===== config.mk =====
export PLATFORM = sky130hd
export DESIGN_NAME = porc_queue
export DESIGN_NICKNAME = d
export VERILOG_FILES = /design/src/rtl/porc_pkg.sv /design/src/rtl/porc_queue.sv
export SDC_FILE = /design/constraint.sdc
export NUM_CORES = 1
export LEC_CHECK = 0
export BUFFER_PORTS_ARGS = -buffer_cell sky130_fd_sc_hd__buf_4
export CORE_MARGIN = 3
export CORE_UTILIZATION = 54
export CTS_BUF_LIST = sky130_fd_sc_hd__clkbuf_8
export CTS_CLUSTER_DIAMETER = 100
export DETAILED_ROUTE_END_ITERATION = 7
export PLACE_DENSITY = 0.8
export SLEW_MARGIN = 0
export SYNTH_ARGS = -nofsm -noshare
export SYNTH_HDL_FRONTEND = slang
export SYNTH_SLANG_ARGS = --single-unit

===== constraint.sdc =====
create_clock -name i_clk -period 12.4 [get_ports i_clk]
set_input_delay 3.72 -clock i_clk [delete_from_list [all_inputs] [get_ports i_clk]]
set_output_delay 3.72 -clock i_clk [all_outputs]
set_load 0.02 [all_outputs]

===== src/rtl/porc_pkg.sv =====
`timescale 1ns / 1ps
package porc_pkg;

    localparam int TableDepthDef  = 64;
    localparam int LaneCountDef   = 8;
    localparam int WindowTicksDef = 1000;

    localparam int CfgIdxW = 3;
    localparam int CfgDataW = 63;

    typedef enum logic [CfgIdxW-1:0] {
        CFG_LANE_LIMIT   = 3'd0,
        CFG_WINDOW_LIMIT = 3'd1,
        CFG_ACTIVE_LIMIT = 3'd2,
        CFG_QTY_LIMIT    = 3'd3,
        CFG_PRICE_FLOOR  = 3'd4,
        CFG_PRICE_CEIL   = 3'd5,
        CFG_NOTIONAL     = 3'd6
    } t_cfg_idx;

    typedef enum logic [2:0] {
        V_ACCEPT   = 3'd0,
        V_BAD_LANE = 3'd1,
        V_DUP      = 3'd2,
        V_FULL     = 3'd3,
        V_QTY      = 3'd4,
        V_PRICE    = 3'd5,
        V_NOTIONAL = 3'd6,
        V_RATE     = 3'd7
    } t_verdict;

    // One classified item as it passes from the front part to the back part.
    typedef struct packed {
        logic        release_op;
        logic [3:0]  lane;
        logic [47:0] key;
        logic [47:0] time_now;
        logic [2:0]  pre_verdict;
        logic [63:0] notional;
    } t_job;

endpackage


===== src/rtl/porc_queue.sv =====
`timescale 1ns / 1ps
module porc_queue
    import porc_pkg::*;
(
    input  logic i_clk,
    input  logic i_rst_n,
    input  logic i_valid,
    output logic o_ready,
    input  t_job i_job,
    output logic o_valid,
    input  logic i_ready,
    output t_job o_job
);

    t_job       r_mem [2];
    logic       r_wp;
    logic       r_rp;
    logic [1:0] r_cnt;
    logic       push;
    logic       pop;

    assign o_ready = (r_cnt != 2'd2);
    assign o_valid = (r_cnt != 2'd0);
    assign o_job   = r_mem[r_rp];
    assign push = i_valid && o_ready;
    assign pop  = o_valid && i_ready;

    always_ff @(posedge i_clk) begin
        if (!i_rst_n) begin
            r_wp  <= 1'b0;
            r_rp  <= 1'b0;
            r_cnt <= 2'd0;
        end else begin
            if (push) r_wp <= ~r_wp;
            if (pop) r_rp <= ~r_rp;
            r_cnt <= r_cnt + {1'b0, push} - {1'b0, pop};
        end
    end

    always_ff @(posedge i_clk) begin
        if (push) r_mem[r_wp] <= i_job;
    end

endmodule


==> results.cfg <==
[sta]
hold_viol = 0
finalClockSkew_ns = 0.0165
fmax_mhz = 148
fin_crit_ns = 6.76
fin_crit_sh_pct = 54.6
maxSlewViolCount = 0
tightest_slew_ns = 1.07
setup_tns_ns = 0
relSlewSlack_pct = 28.5
setup_viol = 0
finalWorstSetupSlack_ns = 5.64
rsz0062_at_grt = no

[clock_tree]
ctsResizeCount = 0
clkTransAtPathRegs_ns = 0.06
cts_made_buffers = 53
clockBufferDepth = 3
cts_tree = yes
cts_num_sinks = 341
postCtsHoldBufs = 0
cts_setup_buffers = 0
clock_latency_ns = 0.55
htree_levels = 2
root_buffer = clkbuf_8

[final_layout]
fill_cells = 1451
multi_input_area_mm2 = 0.00241
drive_above_1_share_pct = 59.8
ff_latch_area_mm2 = 0.0102
fin_nets = 1105
area_growth_pct = 29.4
final_cells = 1284

[detailed_routing]
totalWireLength_um = 25300
vias_per_cell = 5.02
drcViolationCount = 0
first_iter_violations = 345
first_pass_iters = 4
antenna_left = 0
vias = 6444
wire_per_inst_um = 19.7

[placement]
port_buffers = 341
hpwl_um = 16900
place_ws_ns = 6.18
gp_congestion = 0.762
dp.cells = 1189

[grt]
grt_overflow = 0
grt_pass1_wl_um = 38300
grt_pass1_vias = 7018
grt_max_degree = 79
antenna_found_initial = 1
grt.total_usage_pct = 19.3

[worst_setup_path]
cp_max_fo = 77
r2r_slack_ns = 9.88
critPathKind = reg -> out
worstPathRequired_ns = 8.68
cp-endpoint = o_job[13]
rr_worst_depth = 3
cp-end-kind = primary output
cp.arrival_ns = 3.04
start_kind = flip-flop
rr_startpoint = r_cnt[0]$_SDFF_PN0_
r2r_end = r_mem[1][73]$_DFFE_PP_

[synth]
synth_seq_area_share_pct = 79.7
synth_area_mm2 = 0.0128
syn_nets = 721
yosys.area.top_type_share_pct = 78.9
synth_top_area_cell = edfxtp_1
syn_inst = 547
syn_avg_cell_area_um2 = 23.4
synth_area_leaders = edfxtp_1 79%, mux2_4 12%, mux2_2 5.9%, buf_6 1.3%, dfxtp_1 0.78%
ys_seq_elements = 341
synth_cell_type_count = 18
ys.warnings.count = 0

[status]
outcome = finished clean

[die]
die-area_mm2 = 0.0256
die_h_um = 160
start_util_pct = 55.6
std_cell_rows = 55
dieWidth_um = 160
ios = 342
core_area_mm2 = 0.0230

[job]
drv_cap = 0

[power_and_ir_drop]
max-vdd-ir-drop_v = 0.000144
power_w = 0.00334
leakagePower_nw = 6.44
power_density_mw_per_mm2 = 202

[hold_path]
hp-class = reg -> reg
per-layer routing:
metal  vias to the layer above  GRT usage [%]  share of wire [%]  routed length [µm]
met3                        48           9.47                 12                3000
met5                         -              0                  0                   0
met4                         0           6.59                2.8                 705
li1                       2944              -                  -                   -
met1                      3143           21.9                 37                9320
met2                       309           32.0                 49               12300
synth_stat cells:
| library cell | instances |
|---|---|
| edfxtp_1 | 336 |
| mux2_4 | 101 |
| mux2_2 | 67 |
| buf_6 | 15 |
| dfxtp_1 | 5 |
| buf_2 | 4 |
| xnor2_1 | 3 |
| and2_1 | 2 |
| ha_1 | 2 |
| nand2_1 | 2 |
| nand2b_1 | 2 |
| nor2b_1 | 2 |
| and3_1 | 1 |
| inv_1 | 1 |
| mux2i_1 | 1 |
| nor2_1 | 1 |
| o21a_1 | 1 |
| or2_2 | 1 |
power by group:
group,internal (W),leakage (nW),total (W),switching (W)
Clock,0.000418,0.552,0.000814,0.000396
Sequential,0.00145,3.18,0.00151,0.0000606
Combinational,0.000489,2.70,0.00101,0.000525
Total,0.00236,6.44,0.00334,0.000982
worst min path at each step:
| stage | from | to | cells past startpoint |
|---|---|---|---|
| 4_1_cts | r_wp$_SDFFE_PN0N_ | r_wp$_SDFFE_PN0N_ | 2 |
| 3_3_place_gp | r_wp$_SDFFE_PN0N_ | r_wp$_SDFFE_PN0N_ | 2 |
| 5_1_grt | r_wp$_SDFFE_PN0N_ | r_wp$_SDFFE_PN0N_ | 2 |
| 6_report | r_wp$_SDFFE_PN0N_ | r_wp$_SDFFE_PN0N_ | 2 |
| 3_5_place_dp | r_wp$_SDFFE_PN0N_ | r_wp$_SDFFE_PN0N_ | 2 |
| 2_1_floorplan | r_wp$_SDFFE_PN0N_ | r_wp$_SDFFE_PN0N_ | 2 |
cells in the final DEF, fill, tap and decap left out:
| master | synthesis | final |
|---|---|---|
| buf_4 | 0 | 348 |
| edfxtp_1 | 336 | 336 |
| mux2_4 | 101 | 101 |
| mux2_2 | 67 | 67 |
| clkbuf_8 | 0 | 53 |
| inv_1 | 1 | 23 |
| clkinv_1 | 0 | 12 |
| dfxtp_1 | 5 | 4 |
| xnor2_1 | 3 | 3 |
| clkinv_2 | 0 | 3 |
| nand2b_1 | 2 | 2 |
| nand2_1 | 2 | 2 |
| nor2b_1 | 2 | 2 |
| and2_1 | 2 | 2 |
| ha_1 | 2 | 2 |
| inv_6 | 0 | 2 |
| diode_2 | 0 | 1 |
| o21a_1 | 1 | 1 |
| or2_2 | 1 | 1 |
| and3_4 | 0 | 1 |
| nor2_4 | 0 | 1 |
| mux2i_1 | 1 | 1 |
| dfxtp_4 | 0 | 1 |
| clkinvlp_4 | 0 | 1 |
| bufinv_16 | 0 | 1 |
cells by family after synthesis:
| group | share of synthesized area, % |
|---|---|
| AO/OA/AOI/OAI | 0.0587 |
| XOR/XNOR | 0.206 |
| adder cells (fa/ha/maj) | 0.196 |
| buffers and inverters | 1.51 |
| flip-flops | 79.7 |
| multiplexers | 17.8 |
| AND/OR/NAND/NOR | 0.480 |
state kept, by name, indices dropped and copies added (netlist names), named ones only:
name   cells
r_cnt      2
r_mem    336
r_rp       1
r_wp       1
critical path, stage by stage, from the launching register on:
cell	delay, ns
dfxtp_4	0.86
buf_4	0.92
mux2_2	0.44
buf_4	0.16
area by class of cell:
class | count | area share (%)
Clock inverter | 41 | 1.19
Inverter | 1 | 0.0227
Sequential cell | 341 | 61.6
Clock buffer | 53 | 4.41
Timing Repair Buffer | 348 | 15.8
Multi-Input combinational cell | 186 | 14.6
Tap cell | 313 | 2.37
Antenna cell | 1 | 0.0151
stage by stage:
step                hold WS [ns]  area [µm²]  utilization, %
floorplan                  0.455       12800               -
global placement           0.505       15600            67.9
detailed placement         0.523       15600            67.9
CTS                        0.536       16500            72.0
global route               0.563       16500            72.0
finish                     0.538       16500            72.0
Note: power is estimated with default switching activity, not from simulation.
