$ cat config.mk
export PLATFORM = sky130hd
export DESIGN_NAME = porc_front
export DESIGN_NICKNAME = d
export VERILOG_FILES = /design/src/rtl/porc_pkg.sv /design/src/rtl/porc_front.sv
export SDC_FILE = /design/constraint.sdc
export NUM_CORES = 2
export LEC_CHECK = 0
export ABC_AREA = 0
export BUFFER_PORTS_ARGS = -buffer_cell sky130_fd_sc_hd__buf_4
export CORE_ASPECT_RATIO = 0.5
export CORE_MARGIN = 2
export CORE_UTILIZATION = 60
export DETAILED_ROUTE_END_ITERATION = 10
export PLACE_DENSITY_LB_ADDON = 0.25
export SLEW_MARGIN = 15
export SYNTH_ARGS = -nofsm -noshare
export SYNTH_HDL_FRONTEND = slang
export SYNTH_SLANG_ARGS = --single-unit
$ cat constraint.sdc
create_clock -name i_clk -period 11.73 [get_ports i_clk]
set_clock_uncertainty 0.05 [all_clocks]
set_input_delay 2.346 -clock i_clk [delete_from_list [all_inputs] [get_ports i_clk]]
set_output_delay 2.346 -clock i_clk [all_outputs]
set_load 0.01 [all_outputs]
$ cat src/rtl/porc_pkg.sv
`timescale 1ns / 1ps
package porc_pkg;

    localparam int TableDepthDef  = 64;
    localparam int LaneCountDef   = 8;
    localparam int WindowTicksDef = 1000;

    localparam int CfgIdxW = 3;
    localparam int CfgDataW = 63;

    typedef enum logic [CfgIdxW-1:0] {
        CFG_LANE_LIMIT   = 3'd0,
        CFG_WINDOW_LIMIT = 3'd1,
        CFG_ACTIVE_LIMIT = 3'd2,
        CFG_QTY_LIMIT    = 3'd3,
        CFG_PRICE_FLOOR  = 3'd4,
        CFG_PRICE_CEIL   = 3'd5,
        CFG_NOTIONAL     = 3'd6
    } t_cfg_idx;

    typedef enum logic [2:0] {
        V_ACCEPT   = 3'd0,
        V_BAD_LANE = 3'd1,
        V_DUP      = 3'd2,
        V_FULL     = 3'd3,
        V_QTY      = 3'd4,
        V_PRICE    = 3'd5,
        V_NOTIONAL = 3'd6,
        V_RATE     = 3'd7
    } t_verdict;

    // One classified item as it passes from the front part to the back part.
    typedef struct packed {
        logic        release_op;
        logic [3:0]  lane;
        logic [47:0] key;
        logic [47:0] time_now;
        logic [2:0]  pre_verdict;
        logic [63:0] notional;
    } t_job;

endpackage

$ cat src/rtl/porc_front.sv
`timescale 1ns / 1ps
module porc_front
    import porc_pkg::*;
(
    input  logic                i_clk,
    input  logic                i_rst_n,
    input  logic                i_valid,
    output logic                o_ready,
    input  logic                i_operation,
    input  logic [3:0]          i_lane,
    input  logic [47:0]         i_order_key,
    input  logic signed [31:0]  i_price_ticks,
    input  logic [31:0]         i_order_quantity,
    input  logic [47:0]         i_time_now,
    input  logic [3:0]          i_lane_lim,
    input  logic [31:0]         i_qty_limit,
    input  logic signed [31:0]  i_price_floor,
    input  logic signed [31:0]  i_price_ceil,
    output logic                o_job_valid,
    input  logic                i_job_ready,
    output t_job                o_job
);

    // Stage one registers the beat and the magnitude; stage two multiplies.
    logic        r_s1_valid;
    t_job        r_s1_job;
    logic [31:0] r_s1_mag;
    logic [31:0] r_s1_qty;
    logic        r_s2_valid;
    t_job        r_s2_job;
    logic        s2_free;
    logic        s1_move;
    logic [3:0]  lanes;
    logic [2:0]  pre;
    logic [32:0] neg_price;
    t_job        s2_next;

    assign s2_free = !r_s2_valid || i_job_ready;
    assign s1_move = r_s1_valid && s2_free;
    assign o_ready = !r_s1_valid || s2_free;
    assign o_job_valid = r_s2_valid;
    assign o_job = r_s2_job;

    always_comb begin
        lanes = (i_lane_lim == 4'd0) ? 4'd1 : i_lane_lim;
        pre = V_ACCEPT;
        if (i_lane >= lanes) begin
            pre = V_BAD_LANE;
        end else if (i_order_key == 48'd0) begin
            pre = V_DUP;
        end else if (i_order_quantity > i_qty_limit) begin
            pre = V_QTY;
        end else if (i_price_ticks < i_price_floor || i_price_ticks > i_price_ceil) begin
            pre = V_PRICE;
        end
        neg_price = 33'd0 - {i_price_ticks[31], i_price_ticks};
    end

    always_comb begin
        s2_next = r_s1_job;
        s2_next.notional = 64'(r_s1_mag) * 64'(r_s1_qty);
    end

    always_ff @(posedge i_clk) begin
        if (!i_rst_n) begin
            r_s1_valid <= 1'b0;
            r_s2_valid <= 1'b0;
        end else begin
            if (i_valid && o_ready) begin
                r_s1_valid <= 1'b1;
            end else if (s1_move) begin
                r_s1_valid <= 1'b0;
            end
            if (s1_move) begin
                r_s2_valid <= 1'b1;
            end else if (i_job_ready) begin
                r_s2_valid <= 1'b0;
            end
        end
    end

    always_ff @(posedge i_clk) begin
        if (i_valid && o_ready) begin
            r_s1_job.release_op  <= i_operation;
            r_s1_job.lane        <= i_lane;
            r_s1_job.key         <= i_order_key;
            r_s1_job.time_now    <= i_time_now;
            r_s1_job.pre_verdict <= pre;
            r_s1_job.notional    <= 64'd0;
            r_s1_mag <= i_price_ticks[31] ? neg_price[31:0] : i_price_ticks;
            r_s1_qty <= i_order_quantity;
        end
        if (s1_move) begin
            r_s2_job <= s2_next;
        end
    end

endmodule

==> results.sh <==
export IMPL_tightestPinTransition_ns=1.27
export IMPL_die_area_sq_um=80400
export IMPL_portBuffers=438
export IMPL_endpoint="o_job[53]"
export IMPL_holdBufCountCts=0
export IMPL_layout_min_cycle_time_ns=9.68
export IMPL_max_stage_delay_ns=1.20
export IMPL_r2r_setup_slack_ns=2.05
export IMPL_netlist_instances=4507
export IMPL_fmax_mhz=103
export IMPL_crit_slowest_cell="edfxtp_1"
export IMPL_grt_overflow_total=0
export IMPL_relSlewSlack_pct=15.5
export IMPL_synth_distinct_cells=65
export IMPL_cp_arrival_ns=10.02
export IMPL_cts_sink_count=338
export IMPL_yosys_top_cells_area="fa_1 38%, edfxtp_1 22%, ha_1 9.7%"
export IMPL_num_rows=72
export IMPL_dieWidth_um=399
export IMPL_synthArstFlopShare_pct=0
export IMPL_wirelength_mm=124
export IMPL_status="finished clean"
export IMPL_clockBufferDepth=3
export IMPL_clkTransAtPathRegs_ns=0.08
export IMPL_hold_viol=0
export IMPL_area_growth_pct=11.3
export IMPL_met2_length_mm=61.3
export IMPL_core_region_area_sq_um=77200
export IMPL_rsz0062_at_grt="no"
export IMPL_endpoint_kind="register"
export IMPL_globalplace_congestion=0.932
export IMPL_cp_num_buf_inv=4
export IMPL_yosysTopAreaCell="fa_1"
export IMPL_period_share_pct=82.5
export IMPL_start_kind="register"
export IMPL_drv_cap=0
export IMPL_synth_xor_xnor_area_share_pct=1.72
export IMPL_synth_warnings=0
export IMPL_synthAdderAreaFrac_pct=48.0
export IMPL_yosysMostFrequentCell="inv_1"
export IMPL_h_tree_depth=1
export IMPL_first_global_vias=35900
export IMPL_regArea_sq_um=10100
export IMPL_final_antenna_net_count=0
export IMPL_cts_resized=0
export IMPL_worstReg2RegEnd="o_job[53]"
export IMPL_ioPinCount=439
export IMPL_syn_area_sq_um=46800
export IMPL_whs_ns=0.364
export IMPL_syn_nets=6035
export IMPL_crit_type="reg2reg"
export IMPL_synth_commonest_cells="975 x inv_1, 896 x fa_1, 605 x and2_1"
export IMPL_setup_viol=0
export IMPL_routedWlPerCell_um=21.0
export IMPL_synth_seq_cells=338
export IMPL_start_util_pct=60.6
export IMPL_drt_met1_wl_mm=47.3
export IMPL_hold_path_class="reg2reg"
export IMPL_dr_wl_met3_mm=11.1
export IMPL_dr_first_iter_drc_count=2169
export IMPL_routed_via_density=5.57
export IMPL_r2r_start="r_s1_qty[7]"
export IMPL_grt_pass1_wl_mm=197
export IMPL_crit_cells=23
export IMPL_maxSlewViolCount=0
export IMPL_synth_top_area_share_pct=38.3
export IMPL_track_usage_pct=31.8
export IMPL_fill_cells=5886
export IMPL_antenna_found_initial=1
export IMPL_hpwl_mm=96.8
export IMPL_multi_input_comb_area_sq_um=32200
export IMPL_drc=0
export IMPL_cts_setup_buffers=0
export IMPL_synth_top_family_by_area="adder cells"
export IMPL_firstDrtPassIters=6
export IMPL_path_max_fanout=32
export IMPL_cts_root_buffer="clkbuf_16"
export IMPL_required_ns=12.07
export IMPL_path_cells="and2_1, fa_1, fa_1, fa_1, inv_1, fa_1, inv_1, fa_1, fa_1, fa_1, inv_1, fa_1, inv_1, ha_1, a21oi_1, o21ai_0, a311oi_1, nor2_1, o31ai_1, nand3_1, a21boi_0, o21ai_0, xor2_1"
export IMPL_cts_tree="done"
export IMPL_clk_latency_ns=0.65
export IMPL_synth_main_ff_cell="edfxtp_1"
export IMPL_die_h_um=201
export IMPL_top_layer="met4"
export IMPL_yosys_area_share_simple_pct=14.5
export IMPL_grt_max_degree=169
export IMPL_synth_edf_count=336
export IMPL_setup_tns_ns=0
export IMPL_synth_area_mux_share_pct=0
export IMPL_holdPathStages=0
export IMPL_path_delay_family="adder cells"
export IMPL_crit_path_start="r_s1_qty[7]"
export IMPL_final_layout_size_suffix_gt1_share_pct=11.7
export IMPL_syn_avg_cell_area_sq_um=10.4
export IMPL_reg2reg_depth=23
export IMPL_cts_buffers=30
export IMPL_num_vias=32800
export IMPL_seq_area_frac_synth_pct=21.6
export IMPL_nets=6359
export IMPL_cp_common_cell="fa_1"
export IMPL_synth_compound_area_share_pct=4.55
[worst min path at each step]
stage | start | endpoint | slack (ns)
after detailed placement | r_s1_job[106] | o_job[106] | 0.35
final | r_s1_job[77] | o_job[77] | 0.36
after CTS | r_s1_job[141] | o_job[141] | 0.37
after floorplan | r_s1_job[100] | o_job[100] | 0.35
after global routing | r_s1_job[164] | o_job[164] | 0.37
after global placement | r_s1_job[74] | o_job[74] | 0.35
[area by class of cell]
class | count | share of cell area [%]
tap | 1036 | 2.49
sequential | 338 | 19.5
multi-input combinational | 2981 | 61.9
clock inverter | 18 | 0.332
clock buffer | 35 | 1.48
antenna | 1 | 0.00481
timing repair buffer | 505 | 7.33
inverter | 975 | 7.03
[routing by layer]
| metal | track usage, % | vias up |
|---|---|---|
| met5 | 0 | - |
| met3 | 7.52 | 258 |
| met2 | 54.0 | 1342 |
| met4 | 9.23 | 0 |
| li1 | - | 14400 |
| met1 | 40.8 | 16800 |
[cells in the final DEF, fill, tap and decap left out, types with 6 or more instances in the layout]
master,instances
a211oi_1,10
o21a_1,9
nand3_1,23
o31ai_1,9
nor2b_1,10
a21oi_1,106
nand4_1,35
edfxtp_1,336
or4_1,7
a31oi_1,11
nor2_1,42
or3_1,7
inv_1,975
and3_1,9
and2_1,604
ha_1,363
a21boi_0,8
xnor2_1,71
o21bai_1,14
nand2_1,500
nand2b_1,9
buf_4,502
clkinv_2,6
nor3_1,14
xor2_1,21
o21ai_0,66
a21o_1,49
nor4_1,17
fa_1,896
clkbuf_16,30
[cells by family (layout without fill, tap and decap cells)]
kind of cell	count (synthesis)	after routing
xor gates and xnor gates	92	92
AOI/OAI and AO/OA	333	333
buffers and inverters	1188	1533
and+or+nand+nor	1297	1297
DFF	338	338
other	0	1
adders and majority gates	1259	1259
[flip-flops by register name, indices dropped and copies added, names as in the netlist]
name         count
o_job          168
r_s1_job       104
r_s1_mag        32
r_s1_qty        32
o_job_valid      1
r_s1_valid       1
[stage by stage]
stage | cell area (sq um) | std cells | utilization, % | worst slack, ns
4_1_cts | 52000 | 5886 | 67.4 | 2.35
5_1_grt | 52100 | 5888 | 67.4 | 2.07
6_report | 52100 | 5889 | 67.4 | 2.05
3_3_place_gp | 51100 | 5833 | 66.2 | 2.55
2_1_floorplan | 46800 | 4507 | - | 1.12
3_5_place_dp | 51100 | 5833 | 66.2 | 2.39
Power is left out: the tool's default activity adds up to more than one toggle a clock period on the data nets, which glitch-free logic cannot reach.
